[src/rtl/core/xyc_divstage.sv]
// One restoring-division step on a magnitude pair: shifts one numerator bit
// into the partial remainder and sets one quotient bit.
module xyc_divstage #(
    parameter int NUM_W = 64,
    parameter int DEN_W = 40
) (
    input  logic [NUM_W-1:0] num_in,
    input  logic [DEN_W:0]   rem_in,
    input  logic [DEN_W-1:0] den,
    output logic [NUM_W-1:0] num_out,
    output logic [DEN_W:0]   rem_out
);

    logic [DEN_W+1:0] shifted;
    logic [DEN_W+1:0] diff;

    always_comb
    begin
        shifted = {rem_in, num_in[NUM_W-1]};
        diff    = shifted - {1'b0, 1'b0, den};
        if (!diff[DEN_W+1])
        begin
            rem_out = diff[DEN_W:0];
            num_out = {num_in[NUM_W-2:0], 1'b1};
        end
        else
        begin
            rem_out = shifted[DEN_W:0];
            num_out = {num_in[NUM_W-2:0], 1'b0};
        end
    end

endmodule
[config.mk]
export PLATFORM = sky130hd
export DESIGN_NAME = xyc_divstage
export DESIGN_NICKNAME = d
export VERILOG_FILES = /design/src/rtl/core/xyc_divstage.sv
export SDC_FILE = /design/constraint.sdc
export NUM_CORES = 1
export LEC_CHECK = 0
export BUFFER_PORTS_ARGS = -buffer_cell sky130_fd_sc_hd__buf_4
export CAP_MARGIN = 20
export CORE_MARGIN = 8
export CORE_UTILIZATION = 42
export DETAILED_ROUTE_END_ITERATION = 8
export PLACE_DENSITY_LB_ADDON = 0.08
export SKIP_LAST_GASP = 1
export SLEW_MARGIN = 20
export SYNTH_ARGS = -nofsm -noshare
export SYNTH_HDL_FRONTEND = slang
export SYNTH_SLANG_ARGS = --single-unit
[constraint.sdc]
create_clock -name vclk -period 4.99
set_input_delay 0.998 -clock vclk [all_inputs]
set_output_delay 0.998 -clock vclk [all_outputs]
set_load 0.02 [all_outputs]
==> metrics.log <==
INFO  metric crit_path_frequent_cell = buf_4
INFO  metric timing.critical_path.required = 3990 ps
INFO  metric cts_hold_repair.buffers = 0
INFO  metric worst-endpoint-arrival = roughly 3700 ps
INFO  metric ff_latch_area = 0 sq um
INFO  metric grt_setup_unrepaired = false
INFO  metric synth_area_leaders = mux2_4, ha_1, buf_4, a21oi_1, inv_1
INFO  metric place_congestion = roughly 0.86
INFO  metric design.core.area = 9021 sq um
INFO  metric antenna_found_initial = 0
INFO  metric timing.critical_path.to_type = output port
INFO  metric crit_path_max_incr_delay = around 430 ps
INFO  metric grt_max_degree = 33
INFO  metric design.final.nets = 774
INFO  metric netlist.area_leader.share = approximately 14%
INFO  metric hold_path_startpoint = num_in[12]
INFO  metric worstHoldPathType = primary input to output port
INFO  metric routed_via_density = 5.502
INFO  metric num-fill-cells = between 900 and 1000
INFO  metric postSynthCellCount = roughly 530
INFO  metric grt_usage = between 15 and 20%
INFO  metric synth.yosys.warnings = 0
INFO  metric holdPathEnd = num_out[13]
INFO  metric run_status = finished, final reports clean
INFO  metric groute.layer.met1.usage = ~20%
INFO  metric timing.final.crit_share = 94.02%
INFO  metric crit_path_max_fanout = 7
INFO  metric finalHoldViolCount = 0
INFO  metric placement.io_buffers = 124
INFO  metric syn_nets = 720
INFO  metric p_leak = 2.209 nW
INFO  metric core.rowCount = 35
INFO  metric sequential_cell_total = 0
INFO  metric synthesis.area_per_instance = 7.170 sq um
INFO  metric synth_seq_area_share = 0%
INFO  metric post-dp-hpwl = ~9400 um
INFO  metric layout-drive-gt1-share = a little under a third
INFO  metric die-width = ~110 um
INFO  metric detail-route-antenna-nets = 0
INFO  metric drc = 0
INFO  metric post-cts-setup-buffer-count = 0
INFO  metric router_iterations_before_antenna_repair = 4
INFO  metric multi_input_comb_area = slightly above 3000 sq um
INFO  metric cell_by_cell_listing_of_the_critical_path = buf_4 > inv_1 > ha_1 > fa_1 > nand2b_1 > a21oi_1 > o2111ai_2 > a21oi_2 > o21ai_2 > o41ai_1 > xor2_1 > mux2_4 > buf_4
INFO  metric critical-path-top-delay-family = compound AO/OA/AOI/OAI gates
INFO  metric floorplan.initialDensity = a little over two fifths
INFO  metric first_pass_grt_wire_length = roughly 18000 um
INFO  metric dr.first_iter.drc_count = 140
INFO  metric power-per-cell-area = about 190 nW/um^2
INFO  metric dieHeight = approximately 110 um
INFO  metric maxCapViolations = 0
INFO  metric hold_depth = 0
INFO  metric detail_route.wirelength = ~11000 um
INFO  metric areaGrowthSynthToFinish = 14.51%
INFO  metric startpoint_type = primary input
INFO  metric first_global_vias = approximately 3900
INFO  metric timing.final.ws_setup = roughly 300 ps
INFO  metric timing.critical_path.buf_inv = 3
INFO  metric syn_area = 3829 sq um
INFO  metric boundaryPins = 250
INFO  metric worst_ir_drop_vdd = about 0.1 mV
INFO  metric final.clkbuf_count = 0
INFO  metric pre_cts_slack = between 200 and 300 ps
INFO  metric worst_slew_pin_tran = roughly 500 ps
INFO  metric grt_util_met2 = between 20 and 30%
INFO  metric wire_per_inst = 15.82 um
INFO  metric slew_viol_final = 0
INFO  metric grt_util_met3 = under 10%
INFO  metric ctsResizeCount = 0
INFO  metric fmaxAchievable = roughly 210 MHz
INFO  metric timing.final.setup_violations = 0
INFO  metric insertedDiodeCount = 0
INFO  metric grt.busiest_layer = met2
INFO  metric routed-via-count = about 3800
INFO  metric floorplan.die_area = roughly 12000 sq um
INFO  metric cp_slowest_cell = o41ai_1
INFO  metric critical_path_class = primary input to output port
INFO  metric final.min_clock_period = around 4700 ps
INFO  metric total_power = slightly above 0.8 mW
INFO  metric gr-total-overflow = 0
INFO  metric synth_largest_area_cell = mux2_4
INFO  metric timing.slew.headroom = 66.37%
INFO  metric setup_tns = 0 ps
INFO  metric synth.distinct_cells = 64
-- worst max path at each step --
stage / startpoint / slack, ps / cells past startpoint / end
after detailed placement: num_in[63] / 260 / 13 / rem_out[38]
after floorplan: num_in[63] / 730 / 11 / rem_out[38]
after global placement: num_in[63] / 280 / 13 / rem_out[38]
after CTS: num_in[63] / 260 / 13 / rem_out[38]
after global routing: num_in[63] / 90 / 13 / rem_out[38]
final: num_in[63] / 300 / 13 / rem_out[38]
-- layout by cell type, fill, tap and decap left out, drive strengths merged, types with 14 or more instances in the layout --
| cell | count |
|---|---|
| nor2 | 28 |
| mux2 | 36 |
| buf | 131 |
| o21ai | 38 |
| xor2 | 14 |
| nand3 | 20 |
| ha | 40 |
| xnor2 | 19 |
| nand2 | 42 |
| inv | 54 |
| a21oi | 56 |
-- layout make-up --
class                           instances  area share, %
Inverter                               54          4.623
Timing Repair Buffer                  131          22.72
Tap cell                              111          3.168
Multi-Input combinational cell        401          69.49
-- cells in the mapped netlist (2+ instances only) --
cell type	number
buf_4	65
inv_1	53
a21oi_1	52
ha_1	40
nand2_1	40
mux2_4	35
nor2_1	27
o21ai_0	26
nand3_1	20
xnor2_1	18
xor2_1	14
o21ai_1	10
a21o_1	8
a31oi_1	8
nand4_1	8
a211oi_1	7
buf_2	7
nor3_1	7
and2_1	5
o21a_1	5
o31ai_1	5
buf_6	4
mux2i_1	4
nand2b_1	4
o211ai_1	4
a21oi_2	3
and3_1	3
clkbuf_1	3
nor4_1	3
o21bai_1	3
or2_2	3
or3_1	3
and4_1	2
nand2_2	2
nor2b_1	2
nor3b_1	2
or4_1	2
-- routing by layer --
| metal | part of all wire (%) | wire length, um | up-vias |
|---|---|---|---|
| met1 | 43 | 4731 | 1739 |
| met3 | 7.5 | 831 | 4 |
| met5 | 0 | 0 | - |
| met4 | 0.32 | 35 | 0 |
| met2 | 49 | 5431 | 152 |
| li1 | - | - | 1940 |
-- metrics by stage --
| stage | std cells | hold slack [ps] | area (sq um) | utilization [%] |
|---|---|---|---|---|
| floorplan | 534 | 2109 | 3829 | - |
| global placement | 697 | 1996 | 4384 | 48.60 |
| detailed placement | 697 | 1996 | 4384 | 48.60 |
| CTS | 697 | 1996 | 4384 | 48.60 |
| global route | 697 | 1996 | 4384 | 48.60 |
| finish | 697 | 1996 | 4384 | 48.60 |
-- cell families (layout without fill, tap and decap cells) --
family	after synthesis	count (layout)	synth area share, %
XOR/XNOR	33	33	8.039
adder cells (fa/ha/maj)	41	41	13.59
buffers and inverters	133	185	20.42
AO/OA/AOI/OAI	146	146	24.09
AND/OR/NAND/NOR	141	141	18.79
multiplexers	40	40	15.07
-- report_power, final --
part / total, mW / switching [mW] / internal, mW
registers: 0 / 0 / 0
logic: 0.814 / 0.421 / 0.394
clock network: 0 / 0 / 0
Note: power is estimated with default switching activity, not from simulation.
